[config.mk]
export PLATFORM = sky130hd
export DESIGN_NAME = pixel_depth_converter_core
export DESIGN_NICKNAME = d
export VERILOG_FILES = /design/src/rtl/core/pdc_pkg.sv /design/src/rtl/core/pdc_convert.sv /design/src/rtl/core/pdc_packer.sv /design/src/rtl/core/pixel_depth_converter_core.sv
export VERILOG_INCLUDE_DIRS = /design/src /design/src/rtl/core
export SDC_FILE = /design/constraint.sdc
export NUM_CORES = 1
export LEC_CHECK = 0
export CORE_MARGIN = 5
export CORE_UTILIZATION = 60
export DETAILED_ROUTE_END_ITERATION = 10
export DONT_BUFFER_PORTS = 1
export GPL_TIMING_DRIVEN = 1
export HOLD_SLACK_MARGIN = 0.1
export PLACE_DENSITY = 0.79
export SETUP_SLACK_MARGIN = 0.02
export SLEW_MARGIN = 20
export SYNTH_ARGS = -nofsm -noshare
export SYNTH_HDL_FRONTEND = slang
export SYNTH_HIERARCHICAL = 1
export SYNTH_SLANG_ARGS = --single-unit
[constraint.sdc]
create_clock -name clk -period 3.9 [get_ports clk]
set_clock_uncertainty 0.2 [all_clocks]
set_input_delay 0.78 -clock clk [delete_from_list [all_inputs] [get_ports clk]]
set_output_delay 0.78 -clock clk [all_outputs]
set_load 0.01 [all_outputs]
[src/rtl/core/pixel_depth_converter_core_assert.svh]
// Assertion macros for the pixel depth converter core.
`ifndef PIXEL_DEPTH_CONVERTER_CORE_ASSERT_SVH
`define PIXEL_DEPTH_CONVERTER_CORE_ASSERT_SVH
`ifndef SYNTHESIS
// Same-cycle implication, disabled during reset.
`define PDC_ASSERT_IMP(label, clk, rst, ante, cons) \
  label: assert property (@(posedge clk) disable iff (rst) (ante) |-> (cons)) \
    else $error("pdc: same-cycle check failed");
// Next-cycle implication, disabled during reset.
`define PDC_ASSERT_NXT(label, clk, rst, ante, cons) \
  label: assert property (@(posedge clk) disable iff (rst) (ante) |=> (cons)) \
    else $error("pdc: next-cycle check failed");
`else
`define PDC_ASSERT_IMP(label, clk, rst, ante, cons)
`define PDC_ASSERT_NXT(label, clk, rst, ante, cons)
`endif
`endif

[src/rtl/core/pdc_pkg.sv]
// Shared types and constants for the pixel depth converter.
`timescale 1ns / 1ps
package pdc_pkg;

  localparam int unsigned FmtW      = 3;
  localparam int unsigned CfgIndexW = 3;
  localparam int unsigned CfgDataW  = 5;
  localparam int unsigned ShiftW    = 5;
  localparam int unsigned PosW      = 3;

  // Pixel format codes
  localparam logic [FmtW-1:0] FMT_U1  = 3'd0;
  localparam logic [FmtW-1:0] FMT_U8  = 3'd1;
  localparam logic [FmtW-1:0] FMT_U16 = 3'd2;
  localparam logic [FmtW-1:0] FMT_S16 = 3'd3;
  localparam logic [FmtW-1:0] FMT_U32 = 3'd4;
  localparam logic [FmtW-1:0] FMT_S32 = 3'd5;

  // Configuration register indexes
  localparam logic [CfgIndexW-1:0] REG_SOURCE_FORMAT    = 3'd0;
  localparam logic [CfgIndexW-1:0] REG_DEST_FORMAT      = 3'd1;
  localparam logic [CfgIndexW-1:0] REG_SATURATE_MODE    = 3'd2;
  localparam logic [CfgIndexW-1:0] REG_SHIFT_AMOUNT     = 3'd3;
  localparam logic [CfgIndexW-1:0] REG_FIRST_BIT_OFFSET = 3'd4;

  localparam logic [7:0] FULL_MASK = 8'hFF;

  typedef struct packed {
    logic [31:0] pixel_value;
    logic        row_end;
  } pdc_in_t;

  typedef struct packed {
    logic [31:0] result_value;
    logic [7:0]  bit_mask;
  } pdc_out_t;

  // Conversion datapath result for one request
  typedef struct packed {
    logic        produce;    // plain conversion gives a result
    logic        pack_step;  // 1-bit output: feed the packer
    logic        flag;
    logic [31:0] value;
  } pdc_conv_t;

  // Packer view of the current request
  typedef struct packed {
    logic       emit;
    logic [7:0] pack_byte;
    logic [7:0] pack_mask;
  } pdc_pack_t;

endpackage

[src/rtl/core/pdc_convert.sv]
// Combinational format conversion: shift, wrap or saturate, and 1-bit flag.
`timescale 1ns / 1ps
module pdc_convert (
  input  logic [31:0]                  pixel_value,
  input  logic [pdc_pkg::FmtW-1:0]     source_format,
  input  logic [pdc_pkg::FmtW-1:0]     dest_format,
  input  logic                         saturate_mode,
  input  logic [pdc_pkg::ShiftW-1:0]   shift_amount,
  output pdc_pkg::pdc_conv_t           conv
);
  import pdc_pkg::*;

  logic [31:0]        u8v;
  logic [31:0]        u16v;
  logic [31:0]        s16v;
  logic [31:0]        shl_u8;
  logic [31:0]        shl_u16;
  logic [31:0]        shl_s16;
  logic [31:0]        shr_u16;
  logic [31:0]        shr_u32;
  logic signed [31:0] sar_s16;
  logic signed [31:0] sar_s32;
  logic [7:0]         u16_to_u8;
  logic [7:0]         u32_to_u8;
  logic [15:0]        u32_to_u16;
  logic [7:0]         s16_to_u8;
  logic [15:0]        s32_to_s16;
  logic [31:0]        expand;

  always_comb begin
    u8v  = {24'd0, pixel_value[7:0]};
    u16v = {16'd0, pixel_value[15:0]};
    s16v = {{16{pixel_value[15]}}, pixel_value[15:0]};

    shl_u8  = u8v << shift_amount;
    shl_u16 = u16v << shift_amount;
    shl_s16 = s16v << shift_amount;
    shr_u16 = u16v >> shift_amount;
    shr_u32 = pixel_value >> shift_amount;
    sar_s16 = $signed(s16v) >>> shift_amount;
    sar_s32 = $signed(pixel_value) >>> shift_amount;

    u16_to_u8 = (saturate_mode && (|shr_u16[31:8])) ? 8'hFF : shr_u16[7:0];
    u32_to_u8 = (saturate_mode && (|shr_u32[31:8])) ? 8'hFF : shr_u32[7:0];
    u32_to_u16 = (saturate_mode && (|shr_u32[31:16])) ? 16'hFFFF : shr_u32[15:0];

    // In saturate mode, clamp negatives to zero and large positives to the byte maximum
    if (!saturate_mode) begin
      s16_to_u8 = sar_s16[7:0];
    end else if (sar_s16[31]) begin
      s16_to_u8 = 8'd0;
    end else if (|sar_s16[30:8]) begin
      s16_to_u8 = 8'hFF;
    end else begin
      s16_to_u8 = sar_s16[7:0];
    end

    // In range for S16 when bits 31..15 are all sign copies
    if (!saturate_mode || (&sar_s32[31:15]) || !(|sar_s32[31:15])) begin
      s32_to_s16 = sar_s32[15:0];
    end else begin
      s32_to_s16 = sar_s32[31] ? 16'h8000 : 16'h7FFF;
    end

    expand = {32{pixel_value[0]}};

    conv = '0;
    if (dest_format == FMT_U1) begin
      case (source_format)
        FMT_U8: begin
          conv.pack_step = 1'b1;
          conv.flag      = |pixel_value[7:0];
        end
        FMT_U16, FMT_S16: begin
          conv.pack_step = 1'b1;
          conv.flag      = |pixel_value[15:0];
        end
        FMT_U32: begin
          conv.pack_step = 1'b1;
          conv.flag      = |pixel_value;
        end
        default: conv.pack_step = 1'b0;
      endcase
    end else begin
      case (source_format)
        FMT_U1: begin
          case (dest_format)
            FMT_U8:           conv.value = {24'd0, expand[7:0]};
            FMT_U16, FMT_S16: conv.value = {16'd0, expand[15:0]};
            FMT_U32:          conv.value = expand;
            default:          conv.value = '0;
          endcase
          conv.produce = (dest_format == FMT_U8) || (dest_format == FMT_U16) ||
                         (dest_format == FMT_S16) || (dest_format == FMT_U32);
        end
        FMT_U8: begin
          case (dest_format)
            FMT_U16, FMT_S16: conv.value = {16'd0, shl_u8[15:0]};
            FMT_U32:          conv.value = shl_u8;
            default:          conv.value = '0;
          endcase
          conv.produce = (dest_format == FMT_U16) || (dest_format == FMT_S16) ||
                         (dest_format == FMT_U32);
        end
        FMT_U16: begin
          case (dest_format)
            FMT_U32: conv.value = shl_u16;
            FMT_U8:  conv.value = {24'd0, u16_to_u8};
            default: conv.value = '0;
          endcase
          conv.produce = (dest_format == FMT_U32) || (dest_format == FMT_U8);
        end
        FMT_S16: begin
          case (dest_format)
            FMT_S32: conv.value = shl_s16;
            FMT_U8:  conv.value = {24'd0, s16_to_u8};
            default: conv.value = '0;
          endcase
          conv.produce = (dest_format == FMT_S32) || (dest_format == FMT_U8);
        end
        FMT_U32: begin
          case (dest_format)
            FMT_U8:  conv.value = {24'd0, u32_to_u8};
            FMT_U16: conv.value = {16'd0, u32_to_u16};
            default: conv.value = '0;
          endcase
          conv.produce = (dest_format == FMT_U8) || (dest_format == FMT_U16);
        end
        FMT_S32: begin
          conv.value   = {16'd0, s32_to_s16};
          conv.produce = (dest_format == FMT_S16);
        end
        default: conv.produce = 1'b0;
      endcase
    end
  end

endmodule

[src/rtl/core/pdc_packer.sv]
// Bit packer for 1-bit output: collects flags into a byte with a valid mask.
`timescale 1ns / 1ps
module pdc_packer (
  input  logic                       clk,
  input  logic                       rst,
  input  logic                       step,
  input  logic                       flag,
  input  logic                       row_end,
  input  logic                       offset_write,
  input  logic [pdc_pkg::PosW-1:0]   offset_data,
  input  logic [pdc_pkg::PosW-1:0]   first_bit_offset,
  output pdc_pkg::pdc_pack_t         pack
);
  import pdc_pkg::*;

  logic [7:0]      pack_byte;
  logic [7:0]      pack_mask;
  logic [PosW-1:0] bit_position;
  logic [7:0]      bit_sel;

  always_comb begin
    bit_sel        = 8'd1 << bit_position;
    pack.pack_byte = flag ? (pack_byte | bit_sel) : (pack_byte & ~bit_sel);
    pack.pack_mask = pack_mask | bit_sel;
    pack.emit      = (bit_position == PosW'(7)) || row_end;
  end

  always_ff @(posedge clk) begin
    if (rst) begin
      pack_byte    <= '0;
      pack_mask    <= '0;
      bit_position <= '0;
    end else if (offset_write) begin
      // New offset restarts the row and drops any partial byte
      pack_byte    <= '0;
      pack_mask    <= '0;
      bit_position <= offset_data;
    end else if (step) begin
      if (pack.emit) begin
        pack_byte    <= '0;
        pack_mask    <= '0;
        bit_position <= row_end ? first_bit_offset : '0;
      end else begin
        pack_byte    <= pack.pack_byte;
        pack_mask    <= pack.pack_mask;
        bit_position <= bit_position + PosW'(1);
      end
    end
  end

endmodule

[src/rtl/core/pixel_depth_converter_core.sv]
// Pixel depth converter top level: config registers, input and result stages.
//
//   Channel   Direction  Handshake              Payload
//   in        sink       in_valid / in_ready    in_data  (pdc_in_t)
//   out       source     out_valid / out_ready  out_data (pdc_out_t)
//   cfg       sink       cfg_write              cfg_index, cfg_data
//
// One pixel per clock unless the result register stalls: a request is converted in the
// input stage and lands in the result register at the edge after accept, if not stalled.
// Both stages advance together whenever the result register is empty or being taken.
// Reset (rst, synchronous) clears both stages and the packer, and loads the
// register reset values. A 1-bit destination emits a byte when its top bit
// fills or at row end; other pixels of that row give no result.
`timescale 1ns / 1ps
`include "pixel_depth_converter_core_assert.svh"
module pixel_depth_converter_core (
  input  logic                            clk,
  input  logic                            rst,
  input  logic                            in_valid,
  output logic                            in_ready,
  input  pdc_pkg::pdc_in_t                in_data,
  output logic                            out_valid,
  input  logic                            out_ready,
  output pdc_pkg::pdc_out_t               out_data,
  input  logic                            cfg_write,
  input  logic [pdc_pkg::CfgIndexW-1:0]   cfg_index,
  input  logic [pdc_pkg::CfgDataW-1:0]    cfg_data
);
  import pdc_pkg::*;

  logic [FmtW-1:0]   source_format;
  logic [FmtW-1:0]   dest_format;
  logic              saturate_mode;
  logic [ShiftW-1:0] shift_amount;
  logic [PosW-1:0]   first_bit_offset;

  logic              s1_valid;
  pdc_in_t           s1_data;
  logic              out_free;
  logic              s1_adv;
  logic              offset_write;
  pdc_conv_t         conv;
  pdc_pack_t         pack;

  assign out_free     = !out_valid || out_ready;
  assign s1_adv       = s1_valid && out_free;
  assign in_ready     = !s1_valid || out_free;
  assign offset_write = cfg_write && (cfg_index == REG_FIRST_BIT_OFFSET);

  always_ff @(posedge clk) begin
    if (rst) begin
      source_format    <= FMT_U8;
      dest_format      <= FMT_U16;
      saturate_mode    <= 1'b0;
      shift_amount     <= '0;
      first_bit_offset <= '0;
    end else if (cfg_write) begin
      unique case (cfg_index)
        REG_SOURCE_FORMAT:    source_format    <= cfg_data[FmtW-1:0];
        REG_DEST_FORMAT:      dest_format      <= cfg_data[FmtW-1:0];
        REG_SATURATE_MODE:    saturate_mode    <= cfg_data[0];
        REG_SHIFT_AMOUNT:     shift_amount     <= cfg_data[ShiftW-1:0];
        REG_FIRST_BIT_OFFSET: first_bit_offset <= cfg_data[PosW-1:0];
        default: ;
      endcase
    end
  end

  // Input stage
  always_ff @(posedge clk) begin
    if (rst) begin
      s1_valid <= 1'b0;
    end else if (in_ready) begin
      s1_valid <= in_valid;
    end
  end

  always_ff @(posedge clk) begin
    if (in_ready && in_valid) begin
      s1_data <= in_data;
    end
  end

  pdc_convert u_convert (
    .pixel_value   (s1_data.pixel_value),
    .source_format (source_format),
    .dest_format   (dest_format),
    .saturate_mode (saturate_mode),
    .shift_amount  (shift_amount),
    .conv          (conv)
  );

  pdc_packer u_packer (
    .clk              (clk),
    .rst              (rst),
    .step             (s1_adv && conv.pack_step),
    .flag             (conv.flag),
    .row_end          (s1_data.row_end),
    .offset_write     (offset_write),
    .offset_data      (cfg_data[PosW-1:0]),
    .first_bit_offset (first_bit_offset),
    .pack             (pack)
  );

  // Result register
  always_ff @(posedge clk) begin
    if (rst) begin
      out_valid <= 1'b0;
    end else if (out_free) begin
      out_valid <= s1_valid && (conv.produce || (conv.pack_step && pack.emit));
    end
  end

  always_ff @(posedge clk) begin
    if (s1_adv) begin
      if (conv.pack_step) begin
        out_data.result_value <= {24'd0, pack.pack_byte};
        out_data.bit_mask     <= pack.pack_mask;
      end else begin
        out_data.result_value <= conv.value;
        out_data.bit_mask     <= FULL_MASK;
      end
    end
  end

  // Every result carries at least one valid bit
  `PDC_ASSERT_IMP(a_mask_nonzero, clk, rst, out_valid, out_data.bit_mask != 8'd0)
  // Packed bytes have clear upper result bits
  `PDC_ASSERT_IMP(a_packed_narrow, clk, rst, out_valid && (out_data.bit_mask != FULL_MASK),
                  out_data.result_value[31:8] == 24'd0)
  // A stalled input stage keeps its request
  `PDC_ASSERT_NXT(a_s1_hold, clk, rst, s1_valid && !out_free,
                  s1_valid && $stable(s1_data))

endmodule

# Word level (Yosys, flattened, before mapping)
# Index checks and enable logic that the tools add are counted.
# totals
ff_bits	109
input_bits	46
word_cells	120
# classes
add_sub_neg	1
n_eq_ne	15
shifts	8
muxes	28
n_bitwise	4
n_reduce_logical	49
# op_table
op	n
case mux 32 bit (2 select lines)	3
case mux 32 bit (6 select lines)	1
case mux 32 bit (3 select lines)	1
2-to-1 mux 8 bit	9
2-to-1 mux 16 bit	4
OR reduction 24 bit	2
case mux 16 bit (2 select lines)	1
OR reduction 16 bit	2
OR reduction 32 bit	1
<< shifter 16 x 5 -> 32 bit	1
<< shifter 32 x 5 -> 32 bit	1
<< shifter 8 x 5 -> 32 bit	1
>> shifter 16 x 5 -> 32 bit	1
>> shifter 32 x 5 -> 32 bit	1
>>> shifter 16 x 5 -> 32 bit	1
>>> shifter 32 x 5 -> 32 bit	1
OR reduction 23 bit	1
== test 3 x 2 -> 1 bit, second input constant	6
== test 3 bit, second input constant	6
AND reduction 17 bit	1
OR reduction 17 bit	1
bitwise OR 8 bit	2
logical OR 1 bit	13
2-to-1 mux 3 bit	4
17 further kinds	40

# Depth between registers and ports, before layout
# Gate-level depths: netlist of run 1.
# depth
word_depth	9
mapped_depth	18
mapped_depth_nobuf	10

# Cells and area by module
# The synthesis of run 1 kept the hierarchy.
# by_module_without_submodules
module	n_inst	cells_each	area_per_inst_um2	seq_area_each_um2
pdc_convert	1	899	5750.5	0.0
pixel_depth_converter_core	1	191	3275.6	2532.4
pdc_packer	1	104	977.2	380.4

# Worst setup path after synthesis of run 1
# No wires, ideal clock.
# synth_path
path_type	register to register
from	register shift_amount[2]
to	register out_data[9] (netlist name) (data pin)
setup_ps	260
arrival_ps	3159
required_ps	3440
slack_ps	281
path_stages_with_launch	13
n_path_buf	3
path_cell_list	dfxtp_1 buf_2 buf_2 buf_2 mux2i_1 a2bb2oi_2 nand2_1 a221oi_1 nand4_1 o211a_1 a2111o_1 a221o_1 mux2_2
# synth_lines
item	line_no	source
from (decl)	pixel_depth_converter_core.sv:34	logic [ShiftW-1:0] shift_amount;
from (signal assigned)	pixel_depth_converter_core.sv:62	REG_SHIFT_AMOUNT: shift_amount <= cfg_data[ShiftW-1:0];
to (decl)	pixel_depth_converter_core.sv:24	output pdc_pkg::pdc_out_t out_data,

==> flow_summary.toml, run 1 <==
[run_status]
status = "finished, final reports clean"

[grt]
grt_use_total = 0.3601
grt_max_degree = 53
antenna_found_initial = 0
grt_pass1_vias = 9561
gr-total-overflow = 0
grt_pass1_wl_um = 55560

[die]
die_h_um = 139.1
initial_utilization = 0.6075
chipWidth_um = 139.1
core_um2 = 16470
fp.dieArea_um2 = 19350
rows = 47
io_pins = 88

[sta]
post-route-period-util = 0.9847
max_slew.worst_pin.slew_ns = 0.9209
rsz0062_at_grt = "true"
setup_ws_ns = 0.05972
drv_slew = 0
setup_viol = 0
period_minus_slack_ns = 3.840
hold_viol_final = 0
fmax_mhz = 260.4
finalSetupTns_ns = 0
slew_headroom = 0.3861
hold_ws_ns = 0.2597

[drt]
drt-vias-per-instance = 7.155
wl_per_cell_um = 24.84
vias = 10430
drt_iter0_markers = 1793
drt-total-wl_um = 36190
detail-route-antenna-nets = 0
drcViolationCount = 0
dr.pass1.iters = 6

[cts]
cts_max_level = 3
cts_tree = "yes"
clockRootBuffer = "clkbuf_16"
clock_path_buffers = 2
clk_latency_ns = 0.38
cts.sink_count = 109
path_clk_slew_ns = 0.09
cts_made_buffers = 9

[final_layout]
synthToLayoutAreaGrowth_pct = 11.41
multi_input_area_um2 = 6561
nets = 1284
fill_cells = 1340
drive_gt1_frac = 0.2086
area.sequential_um2 = 2927
final_cell_area_um2 = 11140
num_antenna_cells = 0

[synthesis]
syn_avg_cell_area_um2 = 8.378
synth-seq-area-share = 0.2912
ys_dominant_reg_cell = "edfxtp_1"
ys.warnings.count = 6
synth-edff-count = 73
ys_seq_elements = 109
synthDistinctLibCells = 102
synth_area_um2 = 10000
syn_inst = 1194
async_reset_ff_frac = 0
synthesis.nets = 1246

[critical_path]
r2r_cells = 11
path_cells = "buf_6 > mux2_4 > a22oi_2 > o211ai_1 > a221oi_1 > buf_4 > nand4_1 > o211a_1 > a2111o_1 > a221o_1 > mux2_2"
cp_slowest_cell = "a221oi_1"
critPathKind = "flop to flop"
cp.required_ns = 3.83
critPathMaxFanout = 17
critPathMaxStageDelay_ns = 0.52
start_kind = "flop"
worstPathArrival_ns = 3.78
end_kind = "flop"

[worst_hold_path]
min_path_cells = 2
hold_class = "flop to flop"

[power_and_ir_drop]
p_total_mw = 3.052
p_leak_nw = 4.157
power_density_nw_per_um2 = 273.9
vdd.ir_drop.worst_uv = 229.2

[place]
dpl_cell_area_um2 = 10650
gp_congestion = 1.063
port-buffer-count = 0
dp_worst_setup_slack_ns = 0.003028
place_hpwl_um = 27410

[job]
cap_violations = 0
## power by group
group / internal [mW] / switching (mW) / total, mW
clock: 0.470 / 0.530 / 1.00
sequential: 1.28 / 0.0629 / 1.35
combinational: 0.281 / 0.425 / 0.707
## final timing paths
kind	slack (ns)	end	start
worst max-delay path	0.06	out_data[9]	shift_amount[0]
worst min-delay path	0.26	u_packer/pack_byte[7]	u_packer/pack_byte[7]
worst max register to register	0.06	out_data[9]	shift_amount[0]
worst min register to register	0.26	u_packer/pack_byte[7]	u_packer/pack_byte[7]
## flip-flops by register name, summed over array words and instances (netlist names)
| register | flops |
|---|---|
| out_data | 40 |
| s1_data | 33 |
| u_packer/pack_byte | 8 |
| u_packer/pack_mask | 8 |
| shift_amount | 5 |
| dest_format | 3 |
| first_bit_offset | 3 |
| source_format | 3 |
| u_packer/bit_position | 3 |
| out_valid | 1 |
| s1_valid | 1 |
| saturate_mode | 1 |
## cell usage in the layout, fill, tap and decap left out, types with 14 or more instances in the layout
master      n
nand2_1   121
edfxtp_1   73
buf_4     118
nor2b_1    37
a221oi_1   14
nand2b_1   44
o22ai_1    23
mux2_2     29
a31oi_1    19
a211oi_1   19
dfxtp_1    31
nand3_1    20
nor3_1     23
o21ai_0    66
o211ai_1   28
a21oi_1    86
nor2_1    112
mux4_2     15
inv_1      20
mux2i_1    54
## metal layers
| layer | GRT usage | vias up | wire (um) |
|---|---|---|---|
| met4 | 0.1493 | 0 | 1574 |
| li1 | - | 4609 | - |
| met2 | 0.5392 | 817 | 15720 |
| met3 | 0.07172 | 137 | 4159 |
| met1 | 0.5104 | 4862 | 14740 |
| met5 | 0 | - | 0 |
## cell usage after synthesis (all sizes together), types with 13 or more instances
master,instances,area share
a22oi,14,0.012
and2,13,0.0081
or2,17,0.011
o22ai,25,0.017
nor3,25,0.014
nor2,116,0.044
nor4,14,0.0094
mux4,15,0.034
buf,49,0.034
a221oi,16,0.014
nand3,21,0.011
edfxtp,73,0.22
nand2b,44,0.028
clkbuf,48,0.018
mux2,40,0.048
o21ai,78,0.039
a21oi,86,0.043
a31oi,19,0.012
a211oi,19,0.014
mux2i,62,0.064
o211ai,29,0.022
nor2b,39,0.025
nand2,125,0.048
dfxtp,36,0.072
inv,23,0.0086
## worst max-delay path, delay by kind of cell (launching register included)
family	cells	cell delay (ns)
mux	2	0.59
buf+inv	2	0.43
flops	1	0.42
compound gates	6	1.82
simple gates	1	0.13
## cell families after synthesis
logic type,synth area share
xor+xnor,0.001751
flops,0.2912
simple gates,0.2343
compound gates,0.2587
buf+inv,0.06041
fa+ha+maj,0.007504
mux,0.1462
## metrics by stage
stage,instances,util
5_1_grt,1457,0.6768
2_1_floorplan,1194,-
3_3_place_gp,1431,0.6469
3_5_place_dp,1431,0.6469
6_report,1457,0.6768
4_1_cts,1447,0.6671
## what timing repair did
item                                    4_1_cts  5_1_grt
gates resized for setup                       3       21
endpoints found under the setup margin        2       15
hold buffers                                  0        0
hold endpoints to repair                      0        0
pin swaps                                     0        2
setup buffers                                 0       10
## layout make-up
type,instances,share of cell area
multi-input cells,965,0.5888
flip-flops and latches,109,0.2626
repair buffers,124,0.08712
well taps,220,0.02470
clock buffers,9,0.02021
clock inverters,7,0.008869
inverters,23,0.007747
Note: power is estimated with default switching activity, not from simulation.
==> run 2: changes to the inputs <==
--- a/config.mk
+++ b/config.mk
@@ -6,13 +6,14 @@
 export SDC_FILE = /design/constraint.sdc
 export NUM_CORES = 1
 export LEC_CHECK = 0
+export ABC_AREA = 1
 export CORE_MARGIN = 5
-export CORE_UTILIZATION = 60
+export CORE_UTILIZATION = 59
 export DETAILED_ROUTE_END_ITERATION = 10
 export DONT_BUFFER_PORTS = 1
 export GPL_TIMING_DRIVEN = 1
 export HOLD_SLACK_MARGIN = 0.1
-export PLACE_DENSITY = 0.79
+export PLACE_DENSITY = 0.78
 export SETUP_SLACK_MARGIN = 0.02
 export SLEW_MARGIN = 20
 export SYNTH_ARGS = -nofsm -noshare
==> run 2 against run 1 <==
  * Wire length fell by 15%
  * Clock power barely moved
  * Fmax rose by 19%
  * Critical endpoint is now out_data[11]
  * Setup slack improved by 0.62 ns
  * Hold slack got worse by 0.022 ns
  * Area after synthesis fell by 7.1%
  * First-iteration DRC count fell by 30%
  * Flip-flop and latch count did not move
  * Critical path type unchanged
  * Total power rose by 1.5%
  * Sequential share of layout area rose by 3.8 points
  * Largest cell class unchanged
==> flow_summary.toml, run 2 <==
[run_status]
status = "finished, final reports clean"

[synthesis]
synth_area_um2 = 9289
syn_avg_cell_area_um2 = 6.075
synthSimpleGateAreaFrac = 0.4384
ys.warnings.count = 6
syn_inst = 1529
synth_xor_area_frac = 0
ys_top_cells_by_area = "edfxtp_1 24%, nand2_1 21%, nand3_1 11%, dfxtp_1 7.8%, nor2_1 6.7%"
synth-edff-count = 73
synth_fa_ha_area_frac = 0.008082
synthesis.nets = 1581
synth_mux_area_frac = 0.001078
synthDistinctLibCells = 47
synth_compound_area_frac = 0.1401
ys_seq_elements = 109
synth-seq-area-share = 0.3136
yosys.area.top_type = "edfxtp_1"
async_reset_ff_frac = 0
synth_top_family_by_area = "simple AND/OR/NAND/NOR gates"
synth_top_area_share = 0.2360
ys_dominant_reg_cell = "edfxtp_1"
synth.most_common_cell = "nand2_1"
synthTopCellsByCount = "527 x nand2_1, 201 x nand3_1, 167 x nor2_1, 126 x inv_1, 109 x a21oi_1"

[cts]
cts_made_buffers = 9
hold_buffers = 0
cts_tree = "yes"
clk_latency_ns = 0.38
clock_path_buffers = 2
cts.sink_count = 109
postCtsSetupBuffers = 0
cts_resized = 0
clockRootBuffer = "clkbuf_16"
path_clk_slew_ns = 0.08
cts_max_level = 3

[worst_hold_path]
hp-start = "u_packer/pack_mask[7]"
hold_end = "u_packer/pack_mask[7]"
hold_class = "flop to flop"
min_path_cells = 2

[die]
io_pins = 88
chipWidth_um = 135.5
fp.dieArea_um2 = 18350
die_h_um = 135.5
core_um2 = 15310
initial_utilization = 0.6065
rows = 45

[critical_path]
critPathMaxFanout = 38
start_kind = "flop"
cp.required_ns = 3.83
worstPathArrival_ns = 3.16
cp_common_cell = "nand2_1"
crit_cells = 16
critPathMaxStageDelay_ns = 0.56
r2r_start = "shift_amount[1]"
cp_slowest_cell = "dfxtp_2"
r2r_setup_slack_ns = 0.68
r2r_cells = 16
path_buf_inv = 1
cp_top_family = "simple AND/OR/NAND/NOR gates"
worstReg2RegEnd = "out_data[11]"
path_cells = "buf_4 > nand3_1 > nand3_1 > nand2_1 > nand2_1 > nand2_1 > nor2_1 > nand2_1 > nor2_1 > nand2_1 > nand2_1 > nand3_1 > a21oi_1 > a21oi_1 > nand2_1 > nand2_1"
critPathKind = "flop to flop"
setup.worst_path.start = "shift_amount[1]"
end_kind = "flop"

[power_and_ir_drop]
power_density_nw_per_um2 = 319.9
vdd.ir_drop.worst_uv = 209.8
p_seq_frac = 0.432
clkPwrFrac = 0.328
intPower_mw = 2.022
switching_share = 0.3473
p_leak_nw = 4.418
combPwrFrac = 0.239
p_switching_mw = 1.076

[place]
place_hpwl_um = 23130
post-place-cells = 1687
port-buffer-count = 0
gp_congestion = 1.065
dp_worst_setup_slack_ns = 0.8130

[sta]
rsz0062_at_grt = "false"
finalSetupTns_ns = 0
period_minus_slack_ns = 3.222
setup_viol = 0
slew_headroom = 0.5044
post-route-period-util = 0.8262
fmax_mhz = 310.3
setup_ws_ns = 0.6777
max_slew.worst_pin.slew_ns = 0.7426
drv_slew = 0
hold_viol_final = 0

[final_layout]
reg_top3 = "out_data (40), s1_data (33)"
largest_reg_flops = 40
layout_commonest_cell = "nand2_1"
regMostFlops = "out_data"
num_antenna_cells = 0
fin_cells = 1704
synthToLayoutAreaGrowth_pct = 4.243
nets = 1540
drive_gt1_frac = 0.05961
mostFrequentLayoutCells = "527 x nand2_1, 201 x nand3_1, 166 x nor2_1, 126 x inv_1, 109 x a21oi_1"

[grt]
antenna_found_initial = 0
gr-total-overflow = 0
grt_max_degree = 65
grt_pass1_vias = 9432
grt_pass1_wl_um = 48460
grt_use_total = 0.3324

[drt]
drcViolationCount = 0
drt-total-wl_um = 30720
drt_iter0_markers = 1257
detail-route-antenna-nets = 0
drt-vias-per-instance = 6.075
vias = 10350
wl_per_cell_um = 18.03
dr.pass1.iters = 6

[job]
cap_violations = 0
[run 2: final cells by class]
| type | instances | area (um^2) |
|---|---|---|
| Clock buffer | 9 | 225.2 |
| Sequential cell | 109 | 2915 |
| Tap cell | 211 | 264.0 |
| Multi-Input combinational cell | 1209 | 5473 |
| Timing Repair Buffer | 23 | 185.2 |
| Clock inverter | 7 | 102.6 |
| Fill cell | 1529 | 5632 |
| Inverter | 136 | 518.0 |
[run 2: worst reg2reg max path: stages, from the launching register on]
cell     delay [ns]
dfxtp_2        0.56
buf_4          0.43
nand3_1        0.19
nand3_1        0.20
nand2_1        0.11
nand2_1        0.09
nand2_1        0.10
nor2_1         0.21
nand2_1        0.08
nor2_1         0.09
nand2_1        0.09
nand2_1        0.16
nand3_1        0.10
a21oi_1        0.18
a21oi_1        0.10
nand2_1        0.07
nand2_1        0.04
[run 2: logic make-up (layout without fill, tap and decap cells)]
family,after synthesis,count (layout)
flip-flops,109,109
adder cells (fa/ha/maj),6,6
buffers and inverters,211,175
AND/OR/NAND/NOR,964,964
AO/OA/AOI/OAI,238,238
multiplexers,1,1
[run 2: per-layer routing]
metal,wire [um],GRT usage,part of all wire,up-vias
met1,12340,0.4393,0.40,4701
li1,-,-,-,4937
met4,1165,0.1310,0.038,0
met2,14380,0.5451,0.47,619
met5,0,0,0,-
met3,2833,0.05498,0.092,95
[run 2: worst max path at each step]
stage | endpoint
global route | out_data[12]
detailed placement | out_data[15]
finish | out_data[11]
global placement | out_data[15]
floorplan | out_data[0]
CTS | out_data[15]
[run 2: stage by stage]
step	utilization	hold slack [ns]	power [mW]	instance area, um^2
3_5_place_dp	0.6096	0.2251	2.073	9335
3_3_place_gp	0.6096	0.2113	2.072	9335
5_1_grt	0.6323	0.2472	3.252	9683
2_1_floorplan	-	0.2036	1.877	9289
6_report	0.6323	0.2375	3.097	9683
4_1_cts	0.6310	0.2364	3.082	9663
[run 2: power by group through the flow]
| stage | registers [mW] | clock network (mW) | logic [mW] |
|---|---|---|---|
| after floorplan | 1.35 | 0 | 0.531 |
| after global placement | 1.37 | 0 | 0.706 |
| after detailed placement | 1.37 | 0 | 0.707 |
| after CTS | 1.34 | 1.03 | 0.712 |
| after global routing | 1.34 | 1.09 | 0.816 |
| final | 1.34 | 1.02 | 0.742 |
